`src/rtl/asso_pkg.sv`:
```
// Shared types and constants for the atomic semaphore set block.
// Used by every module in rtl/; depends on nothing else.
package asso_pkg;

    localparam int IDX_W = 6;
    localparam int VAL_W = 16;
    localparam int POS_W = 5;
    localparam int CFG_W = 7;

    localparam int DEF_NUM_SEMS = 64;
    localparam int DEF_MAX_OPS  = 32;
    localparam logic [CFG_W-1:0] NUM_SEMS_RESET = 7'd64;

    typedef enum logic [1:0] {
        OP_SEMOP  = 2'd0,
        OP_SET    = 2'd1,
        OP_GET    = 2'd2,
        OP_GET_LR = 2'd3
    } opcode_t;

    typedef enum logic [2:0] {
        STATUS_OK       = 3'd0,
        STATUS_NOWAIT   = 3'd1,
        STATUS_WAIT     = 3'd2,
        STATUS_BADIDX   = 3'd3,
        STATUS_TOOMANY  = 3'd4,
        STATUS_OVERFLOW = 3'd5
    } status_t;

    // One buffered semop element.
    typedef struct packed {
        logic [IDX_W-1:0]        idx;
        logic signed [VAL_W-1:0] amt;
        logic                    no_wait;
    } pend_entry_t;

    // Write strobes for the semaphore store.
    typedef struct packed {
        logic sem_we;
        logic lr_we;
    } store_ctl_t;

endpackage

```
`src/rtl/asso_pend_buf.sv`:
```
// Pending semop element buffer: one synchronous memory, one write and one read port.
// Depends on asso_pkg for the element type.
module asso_pend_buf
    import asso_pkg::*;
#(
    parameter int MAX_OPS = DEF_MAX_OPS,
    localparam int PA_W = (MAX_OPS > 1) ? $clog2(MAX_OPS) : 1
) (
    input  logic              aclk,
    input  logic              we,
    input  logic [PA_W-1:0]   waddr,
    input  pend_entry_t       wdata,
    input  logic [PA_W-1:0]   raddr,
    output pend_entry_t       rdata
);

    pend_entry_t mem [MAX_OPS];

    always_ff @(posedge aclk) begin
        if (we) begin
            mem[waddr] <= wdata;
        end
    end

    always_ff @(posedge aclk) begin
        rdata <= mem[raddr];
    end

endmodule

```
`src/rtl/asso_sem_store.sv`:
```
// Semaphore value and last-requester memories, each with one write and one read port.
// Depends on asso_pkg for the write strobe struct and field widths.
module asso_sem_store
    import asso_pkg::*;
#(
    parameter int SEM_DEPTH = DEF_NUM_SEMS,
    localparam int SEM_AW = (SEM_DEPTH > 1) ? $clog2(SEM_DEPTH) : 1
) (
    input  logic               aclk,
    input  store_ctl_t         ctl,
    input  logic [SEM_AW-1:0]  sem_waddr,
    input  logic [VAL_W-1:0]   sem_wdata,
    input  logic [SEM_AW-1:0]  lr_waddr,
    input  logic [VAL_W-1:0]   lr_wdata,
    input  logic [SEM_AW-1:0]  raddr,
    output logic [VAL_W-1:0]   sem_rdata,
    output logic [VAL_W-1:0]   lr_rdata
);

    logic [VAL_W-1:0] sem_mem [SEM_DEPTH];
    logic [VAL_W-1:0] lr_mem  [SEM_DEPTH];

    always_ff @(posedge aclk) begin
        if (ctl.sem_we) begin
            sem_mem[sem_waddr] <= sem_wdata;
        end
        sem_rdata <= sem_mem[raddr];
    end

    always_ff @(posedge aclk) begin
        if (ctl.lr_we) begin
            lr_mem[lr_waddr] <= lr_wdata;
        end
        lr_rdata <= lr_mem[raddr];
    end

endmodule

```
`src/rtl/atomic_semaphore_set_ops_core.sv`:
```
// Top level of the atomic semaphore set block: control sequencer and result register.
// Depends on asso_pkg, asso_pend_buf and asso_sem_store.
//
// Usage: items enter on the s_ channel (valid/ready) and results leave on the m_
// channel (valid/ready). A semop element (opcode 0) without last_op is buffered and
// gives no result; when the buffer is full it is dropped and flags too-many-ops. The
// element marked last starts a walk over the buffered vector: each element is read
// from the value memory, then checked and written back; a failing vector is undone
// element by element back to position zero, and a successful one then records the
// requester for each element. Set, bad-index and too-many-ops items go straight to
// the result state; get items first pass a read state for the registered read of
// the value or last-requester memory. One item is worked on at a time; a finished
// result sits in the output register while the next item is taken, and the block
// waits only when a second result is ready before the first is taken. After reset
// both memories are cleared by a sweep over all min(NUM_SEMS, 64) entries, during
// which s_ready stays low. The user must write num_semaphores through cfg_we/cfg_wdata
// only while the block is idle; the block itself does not enforce this.
module atomic_semaphore_set_ops_core
    import asso_pkg::*;
#(
    parameter int NUM_SEMS = DEF_NUM_SEMS,
    parameter int MAX_OPS  = DEF_MAX_OPS
) (
    input  logic                    aclk,
    input  logic                    aresetn,
    input  logic                    cfg_we,
    input  logic [CFG_W-1:0]        cfg_wdata,
    input  logic                    s_valid,
    output logic                    s_ready,
    input  logic [1:0]              s_opcode,
    input  logic [IDX_W-1:0]        s_sem_index,
    input  logic signed [VAL_W-1:0] s_op_amount,
    input  logic [VAL_W-1:0]        s_set_value,
    input  logic                    s_no_wait,
    input  logic                    s_last_op,
    input  logic [VAL_W-1:0]        s_requester_id,
    output logic                    m_valid,
    input  logic                    m_ready,
    output logic [2:0]              m_status,
    output logic [VAL_W-1:0]        m_read_value,
    output logic [POS_W-1:0]        m_failed_position
);

    localparam int SEM_DEPTH = (NUM_SEMS < (1 << IDX_W)) ? NUM_SEMS : (1 << IDX_W);
    localparam int SEM_AW    = (SEM_DEPTH > 1) ? $clog2(SEM_DEPTH) : 1;
    localparam int PA_W      = (MAX_OPS > 1) ? $clog2(MAX_OPS) : 1;
    localparam int CNT_W     = $clog2(MAX_OPS + 1);

    typedef enum logic [6:0] {
        ST_CLEAR   = 7'b0000001,
        ST_IDLE    = 7'b0000010,
        ST_PEND_RD = 7'b0000100,
        ST_SEM_RD  = 7'b0001000,
        ST_EXEC    = 7'b0010000,
        ST_READ    = 7'b0100000,
        ST_DONE    = 7'b1000000
    } state_t;

    typedef enum logic [2:0] {
        MODE_APPLY = 3'b001,
        MODE_UNDO  = 3'b010,
        MODE_STAMP = 3'b100
    } walk_mode_t;

    state_t            state_reg, state_next;
    walk_mode_t        mode_reg, mode_next;
    logic [PA_W-1:0]   ptr_reg, ptr_next;
    logic [CNT_W-1:0]  n_reg, n_next;
    logic [CNT_W-1:0]  count_reg, count_next;
    logic              ovf_reg, ovf_next;
    logic [SEM_AW-1:0] clr_reg, clr_next;
    logic [CFG_W-1:0]  num_sem_reg;
    logic              m_valid_reg, m_valid_next;

    logic [VAL_W-1:0]        req_reg, req_next;
    logic                    rd_lr_reg, rd_lr_next;
    logic [IDX_W-1:0]        elem_idx_reg, elem_idx_next;
    logic signed [VAL_W-1:0] elem_amt_reg, elem_amt_next;
    logic                    elem_nw_reg, elem_nw_next;
    status_t                 res_status_reg, res_status_next;
    logic [VAL_W-1:0]        res_rv_reg, res_rv_next;
    logic [POS_W-1:0]        res_pos_reg, res_pos_next;
    status_t                 out_status_reg, out_status_next;
    logic [VAL_W-1:0]        out_rv_reg, out_rv_next;
    logic [POS_W-1:0]        out_pos_reg, out_pos_next;

    store_ctl_t        st_ctl;
    logic [SEM_AW-1:0] sem_waddr, lr_waddr, sem_raddr;
    logic [VAL_W-1:0]  sem_wdata, lr_wdata, sem_rdata, lr_rdata;

    logic              pend_we;
    pend_entry_t       pend_wdata, pend_rdata;

    logic              s_idx_ok, p_idx_ok, buf_full, ptr_is_last, out_free;
    logic              fail;
    status_t           fail_code;
    logic signed [VAL_W+1:0] new_val;
    logic              amt_neg, amt_zero, blocked, val_ovf;

    asso_pend_buf #(
        .MAX_OPS (MAX_OPS)
    ) u_pend_buf (
        .aclk  (aclk),
        .we    (pend_we),
        .waddr (PA_W'(count_reg)),
        .wdata (pend_wdata),
        .raddr (ptr_next),
        .rdata (pend_rdata)
    );

    asso_sem_store #(
        .SEM_DEPTH (SEM_DEPTH)
    ) u_sem_store (
        .aclk      (aclk),
        .ctl       (st_ctl),
        .sem_waddr (sem_waddr),
        .sem_wdata (sem_wdata),
        .lr_waddr  (lr_waddr),
        .lr_wdata  (lr_wdata),
        .raddr     (sem_raddr),
        .sem_rdata (sem_rdata),
        .lr_rdata  (lr_rdata)
    );

    assign s_idx_ok = ({1'b0, s_sem_index} < num_sem_reg) && (int'(s_sem_index) < NUM_SEMS);
    assign p_idx_ok = ({1'b0, pend_rdata.idx} < num_sem_reg)
                      && (int'(pend_rdata.idx) < NUM_SEMS);
    assign buf_full    = (count_reg >= CNT_W'(MAX_OPS));
    assign ptr_is_last = ((CNT_W'(ptr_reg) + CNT_W'(1)) == n_reg);
    assign out_free    = !m_valid_reg || m_ready;

    assign pend_wdata.idx     = s_sem_index;
    assign pend_wdata.amt     = s_op_amount;
    assign pend_wdata.no_wait = s_no_wait;

    assign sem_raddr = (state_reg == ST_IDLE) ? SEM_AW'(s_sem_index) : SEM_AW'(pend_rdata.idx);

    // Value check for the element in the execute cycle; sem_rdata holds its current value.
    assign new_val  = $signed({2'b00, sem_rdata})
                      + $signed({{2{elem_amt_reg[VAL_W-1]}}, elem_amt_reg});
    assign amt_neg  = elem_amt_reg[VAL_W-1];
    assign amt_zero = (elem_amt_reg == '0);
    assign blocked  = (amt_neg && new_val[VAL_W+1]) || (amt_zero && (sem_rdata != '0));
    assign val_ovf  = !amt_neg && !amt_zero && new_val[VAL_W];

    always_comb begin
        state_next      = state_reg;
        mode_next       = mode_reg;
        ptr_next        = ptr_reg;
        n_next          = n_reg;
        count_next      = count_reg;
        ovf_next        = ovf_reg;
        clr_next        = clr_reg;
        m_valid_next    = m_valid_reg && !m_ready;
        req_next        = req_reg;
        rd_lr_next      = rd_lr_reg;
        elem_idx_next   = elem_idx_reg;
        elem_amt_next   = elem_amt_reg;
        elem_nw_next    = elem_nw_reg;
        res_status_next = res_status_reg;
        res_rv_next     = res_rv_reg;
        res_pos_next    = res_pos_reg;
        out_status_next = out_status_reg;
        out_rv_next     = out_rv_reg;
        out_pos_next    = out_pos_reg;
        st_ctl          = '0;
        sem_waddr       = SEM_AW'(elem_idx_reg);
        sem_wdata       = new_val[VAL_W-1:0];
        lr_waddr        = SEM_AW'(pend_rdata.idx);
        lr_wdata        = req_reg;
        pend_we         = 1'b0;
        s_ready         = 1'b0;
        fail            = 1'b0;
        fail_code       = STATUS_OK;

        case (state_reg)
            ST_CLEAR: begin
                st_ctl.sem_we = 1'b1;
                st_ctl.lr_we  = 1'b1;
                sem_waddr     = clr_reg;
                sem_wdata     = '0;
                lr_waddr      = clr_reg;
                lr_wdata      = '0;
                clr_next      = clr_reg + SEM_AW'(1);
                if (clr_reg == SEM_AW'(SEM_DEPTH - 1)) begin
                    state_next = ST_IDLE;
                end
            end
            ST_IDLE: begin
                s_ready  = 1'b1;
                ptr_next = '0;
                if (s_valid) begin
                    res_rv_next  = '0;
                    res_pos_next = '0;
                    case (s_opcode)
                        OP_SEMOP: begin
                            if (buf_full) begin
                                ovf_next = 1'b1;
                            end else begin
                                pend_we    = 1'b1;
                                count_next = count_reg + CNT_W'(1);
                            end
                            if (s_last_op) begin
                                count_next = '0;
                                ovf_next   = 1'b0;
                                if (ovf_reg || buf_full) begin
                                    res_status_next = STATUS_TOOMANY;
                                    state_next      = ST_DONE;
                                end else begin
                                    n_next     = count_reg + CNT_W'(1);
                                    mode_next  = MODE_APPLY;
                                    req_next   = s_requester_id;
                                    state_next = ST_PEND_RD;
                                end
                            end
                        end
                        default: begin
                            if (!s_idx_ok) begin
                                res_status_next = STATUS_BADIDX;
                                state_next      = ST_DONE;
                            end else if (s_opcode == OP_SET) begin
                                st_ctl.sem_we   = 1'b1;
                                sem_waddr       = SEM_AW'(s_sem_index);
                                sem_wdata       = s_set_value;
                                res_status_next = STATUS_OK;
                                state_next      = ST_DONE;
                            end else begin
                                res_status_next = STATUS_OK;
                                rd_lr_next      = (s_opcode == OP_GET_LR);
                                state_next      = ST_READ;
                            end
                        end
                    endcase
                end
            end
            ST_PEND_RD: begin
                state_next = ST_SEM_RD;
            end
            ST_SEM_RD: begin
                elem_idx_next = pend_rdata.idx;
                elem_amt_next = pend_rdata.amt;
                elem_nw_next  = pend_rdata.no_wait;
                if (mode_reg == MODE_STAMP) begin
                    st_ctl.lr_we = 1'b1;
                    if (ptr_is_last) begin
                        res_status_next = STATUS_OK;
                        res_rv_next     = '0;
                        res_pos_next    = '0;
                        state_next      = ST_DONE;
                    end else begin
                        ptr_next = ptr_reg + PA_W'(1);
                    end
                end else if (mode_reg == MODE_APPLY && !p_idx_ok) begin
                    fail      = 1'b1;
                    fail_code = STATUS_BADIDX;
                end else begin
                    state_next = ST_EXEC;
                end
            end
            ST_EXEC: begin
                if (mode_reg == MODE_UNDO) begin
                    st_ctl.sem_we = 1'b1;
                    sem_wdata     = sem_rdata - $unsigned(elem_amt_reg);
                    if (ptr_reg == '0) begin
                        state_next = ST_DONE;
                    end else begin
                        ptr_next   = ptr_reg - PA_W'(1);
                        state_next = ST_SEM_RD;
                    end
                end else if (blocked) begin
                    fail      = 1'b1;
                    fail_code = elem_nw_reg ? STATUS_NOWAIT : STATUS_WAIT;
                end else if (val_ovf) begin
                    fail      = 1'b1;
                    fail_code = STATUS_OVERFLOW;
                end else begin
                    st_ctl.sem_we = 1'b1;
                    state_next    = ST_SEM_RD;
                    if (ptr_is_last) begin
                        // Whole vector applied: go back over it to record the requester.
                        ptr_next  = '0;
                        mode_next = MODE_STAMP;
                    end else begin
                        ptr_next = ptr_reg + PA_W'(1);
                    end
                end
            end
            ST_READ: begin
                res_rv_next = rd_lr_reg ? lr_rdata : sem_rdata;
                state_next  = ST_DONE;
            end
            ST_DONE: begin
                if (out_free) begin
                    m_valid_next    = 1'b1;
                    out_status_next = res_status_reg;
                    out_rv_next     = res_rv_reg;
                    out_pos_next    = res_pos_reg;
                    state_next      = ST_IDLE;
                end
            end
            default: begin
                state_next = ST_IDLE;
            end
        endcase

        // A failing element undoes every earlier element, walking back to position zero.
        if (fail) begin
            res_status_next = fail_code;
            res_rv_next     = '0;
            res_pos_next    = POS_W'(ptr_reg);
            if (ptr_reg == '0) begin
                state_next = ST_DONE;
            end else begin
                ptr_next   = ptr_reg - PA_W'(1);
                mode_next  = MODE_UNDO;
                state_next = ST_SEM_RD;
            end
        end
    end

    always_ff @(posedge aclk) begin
        if (!aresetn) begin
            state_reg   <= ST_CLEAR;
            mode_reg    <= MODE_APPLY;
            ptr_reg     <= '0;
            n_reg       <= '0;
            count_reg   <= '0;
            ovf_reg     <= 1'b0;
            clr_reg     <= '0;
            m_valid_reg <= 1'b0;
            num_sem_reg <= NUM_SEMS_RESET;
        end else begin
            state_reg   <= state_next;
            mode_reg    <= mode_next;
            ptr_reg     <= ptr_next;
            n_reg       <= n_next;
            count_reg   <= count_next;
            ovf_reg     <= ovf_next;
            clr_reg     <= clr_next;
            m_valid_reg <= m_valid_next;
            if (cfg_we) begin
                num_sem_reg <= cfg_wdata;
            end
        end
    end

    always_ff @(posedge aclk) begin
        req_reg        <= req_next;
        rd_lr_reg      <= rd_lr_next;
        elem_idx_reg   <= elem_idx_next;
        elem_amt_reg   <= elem_amt_next;
        elem_nw_reg    <= elem_nw_next;
        res_status_reg <= res_status_next;
        res_rv_reg     <= res_rv_next;
        res_pos_reg    <= res_pos_next;
        out_status_reg <= out_status_next;
        out_rv_reg     <= out_rv_next;
        out_pos_reg    <= out_pos_next;
    end

    assign m_valid           = m_valid_reg;
    assign m_status          = out_status_reg;
    assign m_read_value      = out_rv_reg;
    assign m_failed_position = out_pos_reg;

    a_walk_ptr_in_vector: assert property (@(posedge aclk) disable iff (!aresetn)
        (state_reg == ST_SEM_RD || state_reg == ST_EXEC) |-> (CNT_W'(ptr_reg) < n_reg))
        else $error("walk pointer left the buffered vector");

    a_count_bound: assert property (@(posedge aclk) disable iff (!aresetn)
        count_reg <= CNT_W'(MAX_OPS))
        else $error("pending element count exceeds the buffer depth");

    a_result_from_done: assert property (@(posedge aclk) disable iff (!aresetn)
        $rose(m_valid_reg) |-> $past(state_reg == ST_DONE))
        else $error("result issued outside the done state");

    a_idle_write_is_set: assert property (@(posedge aclk) disable iff (!aresetn)
        (state_reg == ST_IDLE && st_ctl.sem_we) |-> (s_valid && s_opcode == OP_SET && s_idx_ok))
        else $error("value memory written in idle without a valid set item");

endmodule

```
`config.mk`:
```
export PLATFORM = sky130hd
export DESIGN_NAME = atomic_semaphore_set_ops_core
export DESIGN_NICKNAME = d
export VERILOG_FILES = /design/src/rtl/asso_pkg.sv /design/src/rtl/asso_pend_buf.sv /design/src/rtl/asso_sem_store.sv /design/src/rtl/atomic_semaphore_set_ops_core.sv
export SDC_FILE = /design/constraint.sdc
export NUM_CORES = 2
export LEC_CHECK = 0
export BUFFER_PORTS_ARGS = -buffer_cell sky130_fd_sc_hd__clkbuf_2
export CAP_MARGIN = 10
export CORE_UTILIZATION = 46
export CTS_BUF_LIST = sky130_fd_sc_hd__clkbuf_4 sky130_fd_sc_hd__clkbuf_8
export DETAILED_ROUTE_END_ITERATION = 12
export MAX_ROUTING_LAYER = met4
export PLACE_DENSITY = 0.71
export SETUP_SLACK_MARGIN = 0.5
export SYNTH_ARGS = -nofsm -noshare
export SYNTH_HDL_FRONTEND = slang
export SYNTH_HIERARCHICAL = 1
export SYNTH_SLANG_ARGS = --single-unit
```
`constraint.sdc`:
```
create_clock -name aclk -period 7.3 [get_ports aclk]
set_input_delay 1.46 -clock aclk [delete_from_list [all_inputs] [get_ports aclk]]
set_output_delay 1.46 -clock aclk [all_outputs]
set_load 0.02 [all_outputs]
```
---- After elaboration in Yosys (flattened, before gate mapping) ----
Memories as Yosys holds them, arrays and structs flattened. A register that Yosys moved wholly into a read port is not among the register bits.
Cells that the tools add are included.
word-level totals
  flip-flop bits (word level) ............. 130
  latch bits .............................. 0
  memory bits (writable) .................. 2,784
  ROM bits ................................ 0
  input bits .............................. 70
  output and inout port bits .............. 26
  word-level logic and storage cells ...... 206
  memories ................................ 3
operators by class
  add/sub/neg operators ................... 7
  multipliers ............................. 0
  div/mod/pow operators ................... 0
  order comparisons ....................... 3
  equality and inequality tests ........... 29
  shift operators ......................... 0
  multiplexer cells ....................... 111
  bitwise operators ....................... 3
  reduce and logical (&&, ||, !) cells .... 30
memories
  name                 depth  bits a word  rd ports  clocked after memory_dff  write ports  RTL line              source
  u_sem_store.lr_mem   64     16           1         1                         1            asso_sem_store.sv:21  logic [VAL_W-1:0] lr_mem [SEM_DEPTH];
  u_sem_store.sem_mem  64     16           1         1                         1            asso_sem_store.sv:20  logic [VAL_W-1:0] sem_mem [SEM_DEPTH];
  u_pend_buf.mem       32     23           1         1                         1            asso_pend_buf.sv:17   pend_entry_t mem [MAX_OPS];
operator list
  kind                 count
  $mux 16              10
  $mux 7               16
  $pmux 16 s3          2
  $mux 5               13
  $mux 3               20
  $pmux 7 s7           1
  $mux 6               8
  $mux 1               28
  $ne 4x4->1 const B   6
  $add 17x16->18       1
  $pmux 3 s2           3
  $logic_not 16->1     1
  $reduce_and 4->1     4
  $reduce_bool 16->1   1
  $sub 16x16->16       1
  $ne 3x3->1 const B   5
  $pmux 5 s3           1
  $lt 6x7->1           2
  $add 6x1->6 const B  2
  $pmux 6 s2           1
  $pmux 5 s2           1
  $reduce_and 5->1     2
  $mux 2               4
  $ne 2x2->1 const B   4
  other kinds (31)     46

---- Logic depth before layout (Yosys ltp) ----
  depth after elaboration ................. 10
  gate-level depth with buffers ........... 22

---- By module ----
The synthesis kept the hierarchy.
modules (own cells, without submodules)
  module                         times used  cells an instance  area each (µm²)
  asso_sem_store                 1           3,603              79,254.8
  asso_pend_buf                  1           1,619              29,243.0
  atomic_semaphore_set_ops_core  1           933                8,251.7

---- Least setup slack after synthesis ----
OpenSTA, ideal clock, no wires.
  path kind ............................... input to register
  from .................................... input port s_sem_index[4]
  to ...................................... memory u_sem_store.sem_mem[0][13], data pin
  arrival time ............................ 5.500 ns
  required time ........................... 6.571 ns
  path slack .............................. 1.071 ns
  stages on the path ...................... 9
  buffers on the path ..................... 1
  path through ............................ ha_1 > a21o_1 > a21oi_1 > o22ai_1 > o21ai_1 > nand2_1 > clkbuf_1 > a21oi_1 > o32ai_1
on the way
  word-level cells in the longest chain between the ends .. 5
RTL lines
  what               RTL line                              source
  from (decl)        atomic_semaphore_set_ops_core.sv:31   input logic [IDX_W-1:0] s_sem_index,
  $lt 6x7->1         atomic_semaphore_set_ops_core.sv:125  assign s_idx_ok = ({1'b0, s_sem_index} < num_sem_reg) && (int'(s_sem_index) < NUM_SEMS);
  $mux 16            atomic_semaphore_set_ops_core.sv:218  if (!s_idx_ok) begin
  $mux 16            atomic_semaphore_set_ops_core.sv:195  case (s_opcode)
  $mux 16            atomic_semaphore_set_ops_core.sv:192  if (s_valid) begin
  $pmux 16 s3        atomic_semaphore_set_ops_core.sv:176  case (state_reg)
  net sem_wdata[13]  atomic_semaphore_set_ops_core.sv:89   logic [VAL_W-1:0] sem_wdata, lr_wdata, sem_rdata, lr_rdata;
  to (decl)          asso_sem_store.sv:20
The timed path passes the listed nets, and every way through them passes these cells.

---- Final worst setup path ----
  from .................................... register state_reg[6]
  to ...................................... register u_pend_buf/rdata[4] (netlist name)
on the way
  word-level cells in the longest chain between the ends .. 4
  elaborated cells on any way between the ends .. 7
  classes of those cells .................. eq/ne (3); mux (4)
RTL lines
  what                                RTL line                              source
  from (decl)                         atomic_semaphore_set_ops_core.sv:65   state_t state_reg, state_next;
  from (signal assigned)              atomic_semaphore_set_ops_core.sv:333  state_reg <= state_next;
  $eq 7x5->1 (tied with other cells)  atomic_semaphore_set_ops_core.sv:176
  $pmux 5 s3                          atomic_semaphore_set_ops_core.sv:176
  $mux 5                              atomic_semaphore_set_ops_core.sv:311  if (ptr_reg == '0) begin
  $mux 5 (*)                          atomic_semaphore_set_ops_core.sv:307  if (fail) begin
  net ptr_next[2]                     atomic_semaphore_set_ops_core.sv:67   logic [PA_W-1:0] ptr_reg, ptr_next;
The timed path passes the listed nets; every way through them passes the cells marked *.
A chain may end at the register's enable or synchronous reset.

==> results.md <==
* Ports at 96
* Largest net degree at the start of global routing at 112
* HP Class: reg -> reg
* First-pass GRT wire length at 432100 microns
* Critical path endpoint category: flop
* CP top delay family: compound AO/OA/AOI/OAI gates
* LEAKAGE at 41.88 nW
* RSZ-0062 raised after global routing: no
* Max_cap viols at 0
* Max transition margin at 14.94%
* Yosys warnings at 6
* Final setup fails at 0
* I/O Buffers at 95
* Biggest regs: u_sem_store/lr_mem (1024), u_sem_store/sem_mem (1024), u_pend_buf/mem (736)
* Worst Path Buf+Inv at 2
* Setup CP Type: reg -> reg
* Post-CTS Setup Inserts at 0
* Number of synthesized register bits at 2969
* Core region area at 251900 sq um
* Worst path required time at 8.30 ns
* Clock Tree Buf Depth at 4
* 1st-pass router iterations at 8
* DRT antenna net count at 0
* Area delta synth->final at 12.28%
* Post-synthesis async set-or-reset flop share at 0%
* Final wirelength at 300800 microns
* Tcrit/Tclk final at 80.92%
* Most frequent cells in the layout: 2856 x edfxtp_1, 541 x mux2i_1, 465 x clkbuf_8
* Synth Cell Area at 116700 sq um
* Worst EP arrival at 6.91 ns
* Max Slew Vio Count at 0
* Final Hold Violating Endpoints at 0
* Max rail drop VDD at 0.0004310 V
* Synthesized area per cell at 18.97 sq um
* Global Route Usage Sum at 23.95%
* Number of flops mapped to enable cells by yosys at 2856
* Total power at 44.18 mW
* CP cell instances: nor3_4 > nand4b_4 > inv_2 > nand2_1 > a211oi_2 > o21ai_1 > a21oi_2 > nor4_2 > a211oi_1 > and2_4 > buf_12 > a22o_1 > nor3_1 > a31oi_1 > nand3_1
* Place WS at 1.256 ns
* Drt via density at 6.105
* Skew final at 0.1757 ns
* Die Height at 505.8 microns
* Slowest stage delay, CP at 0.88 ns
* Share of layout cells above drive strength 1 at 24.51%
* Clock-pin slew on the worst setup and hold paths at 0.07 ns
* Die area at 255800 sq um
* Total number of vias at 63.14k
* Power density cells at 337.0 nW/um^2
* Worst path slowest cell: a211oi_1
* Finished Layout Cells at 10.34k
* DP Cell Count at 9545
* Sum Neg Setup Slack at 0 ns
* Syn Nets at 6276
* Min Tclk post-route at 5.908 ns
* CTS tree: done
* Die Wd at 505.8 microns
* Num Clock Sinks at 2969
* H-tree level count at 5
* DP HPWL at 184100 microns
* # hold bufs at CTS at 0
* Routability cong. at 0.9034
* Most common cell after layout, fill and taps aside: edfxtp_1
* Sequential share of the synthesized area at 75.40%
* Iteration-0 DRC Markers at 8198
* Fmax at 0.1693 GHz
* Clock latency at the later pin of the worst-skew pair at 1.17 ns
* Post-CTS sizing at 0
* Critical path peak fanout at 41
* Root buffer cell: clkbuf_8
* DR WL/cell at 29.09 microns
* Status: completed
* CTS Buf Count at 449
* Least-Margin Pin Slew at 1.276 ns
* Row count at 184
* Final net count at 6773
* Post-route DRC at 0
* Post-Syn Instances at 6155
* Dominant synthesized flop cell: edfxtp_1
* Global route total overflow at 0
* Final Worst Setup Slack at 1.392 ns
* Initial core utilization at 46.35%
* Antenna violations before repair at 22
* Setup crit start kind: flop
* Vias in the first global route at 61.24k
* Synth unique cells at 84
-- metal layers --
metal  GRT usage, %  part of all wire, %
met5              -                    0
met4          7.899                  3.2
met3          4.930                   11
met2          35.29                   46
met1          33.44                   40
-- layout make-up --
type / instances / area (sq um)
antenna: 13 / 32.53
clock buffer: 610 / 7488
clock inverter: 170 / 1076
fill: 19601 / 120800
inverter: 61 / 229.0
multi-input combinational: 2773 / 26950
sequential: 2969 / 88020
tap: 3348 / 4189
timing repair buffer: 398 / 3095
-- cells in the mapped netlist (25+ instances only) --
master,n,area [sq um]
nand4_1,83,519.3
mux2i_1,541,5415
nor3_1,57,285.3
nand2b_1,29,181.4
buf_4,51,382.9
buf_2,86,430.4
a21oi_1,119,595.6
mux2_2,57,641.9
o22ai_1,70,437.9
inv_1,55,206.5
nor2b_1,36,225.2
edfxtp_1,2856,85760
and2_1,26,162.7
nor2_1,296,1111
a22oi_1,145,1089
o21ai_0,30,150.1
nand2_1,209,784.5
a211oi_1,25,187.7
clkbuf_1,166,623.1
a22o_1,53,464.2
dfxtp_1,113,2262
ha_1,49,613.1
a31oi_1,59,369.1
o221ai_1,69,604.3
a221o_1,38,380.4
nand3_1,135,675.7
mux4_2,444,10000
-- worst register-to-register path, delay by kind of cell, from the launching register on --
kind	cells	cell delay, ns
AO/OA/AOI/OAI	6	2.61
AND/OR/NAND/NOR	7	1.77
buffers and inverters	2	0.98
flip-flops	1	0.38
-- through the flow --
step | area (sq um) | hold slack (ns) | util [%]
finish | 131100 | 0.4273 | 52.05
CTS | 131000 | 0.3607 | 52.00
floorplan | 116700 | 0.3855 | -
detailed placement | 122400 | 0.4122 | 48.60
global placement | 122400 | 0.4194 | 48.60
global route | 131100 | 0.4057 | 52.04
-- path summary, 6_finish.rpt --
path / slack (ns) / endpoint / from / depth (start not counted)
min: 0.43 / m_status[1] / res_status_reg[1] / 0
max reg2reg: 1.39 / u_pend_buf/rdata[4] / state_reg[6] / 15
min reg2reg: 0.43 / m_status[1] / res_status_reg[1] / 0
max: 1.39 / u_pend_buf/rdata[4] / state_reg[6] / 15
-- cell families after synthesis --
| kind of cell | synth area share (%) |
|---|---|
| xor gates and xnor gates | 0.1500 |
| and+or+nand+nor | 3.971 |
| muxes | 13.75 |
| AOI/OAI and AO/OA | 4.329 |
| adders and majority gates | 0.5594 |
| buffers and inverters | 1.842 |
| DFF | 75.40 |
-- power breakdown --
part	internal, mW	total [mW]	switching [mW]
Clock	7.02	13.2	6.16
Combinational	3.15	10.1	6.97
Sequential	20.6	20.9	0.289
Total	30.8	44.2	13.4
Note: power is estimated with default switching activity, not from simulation.
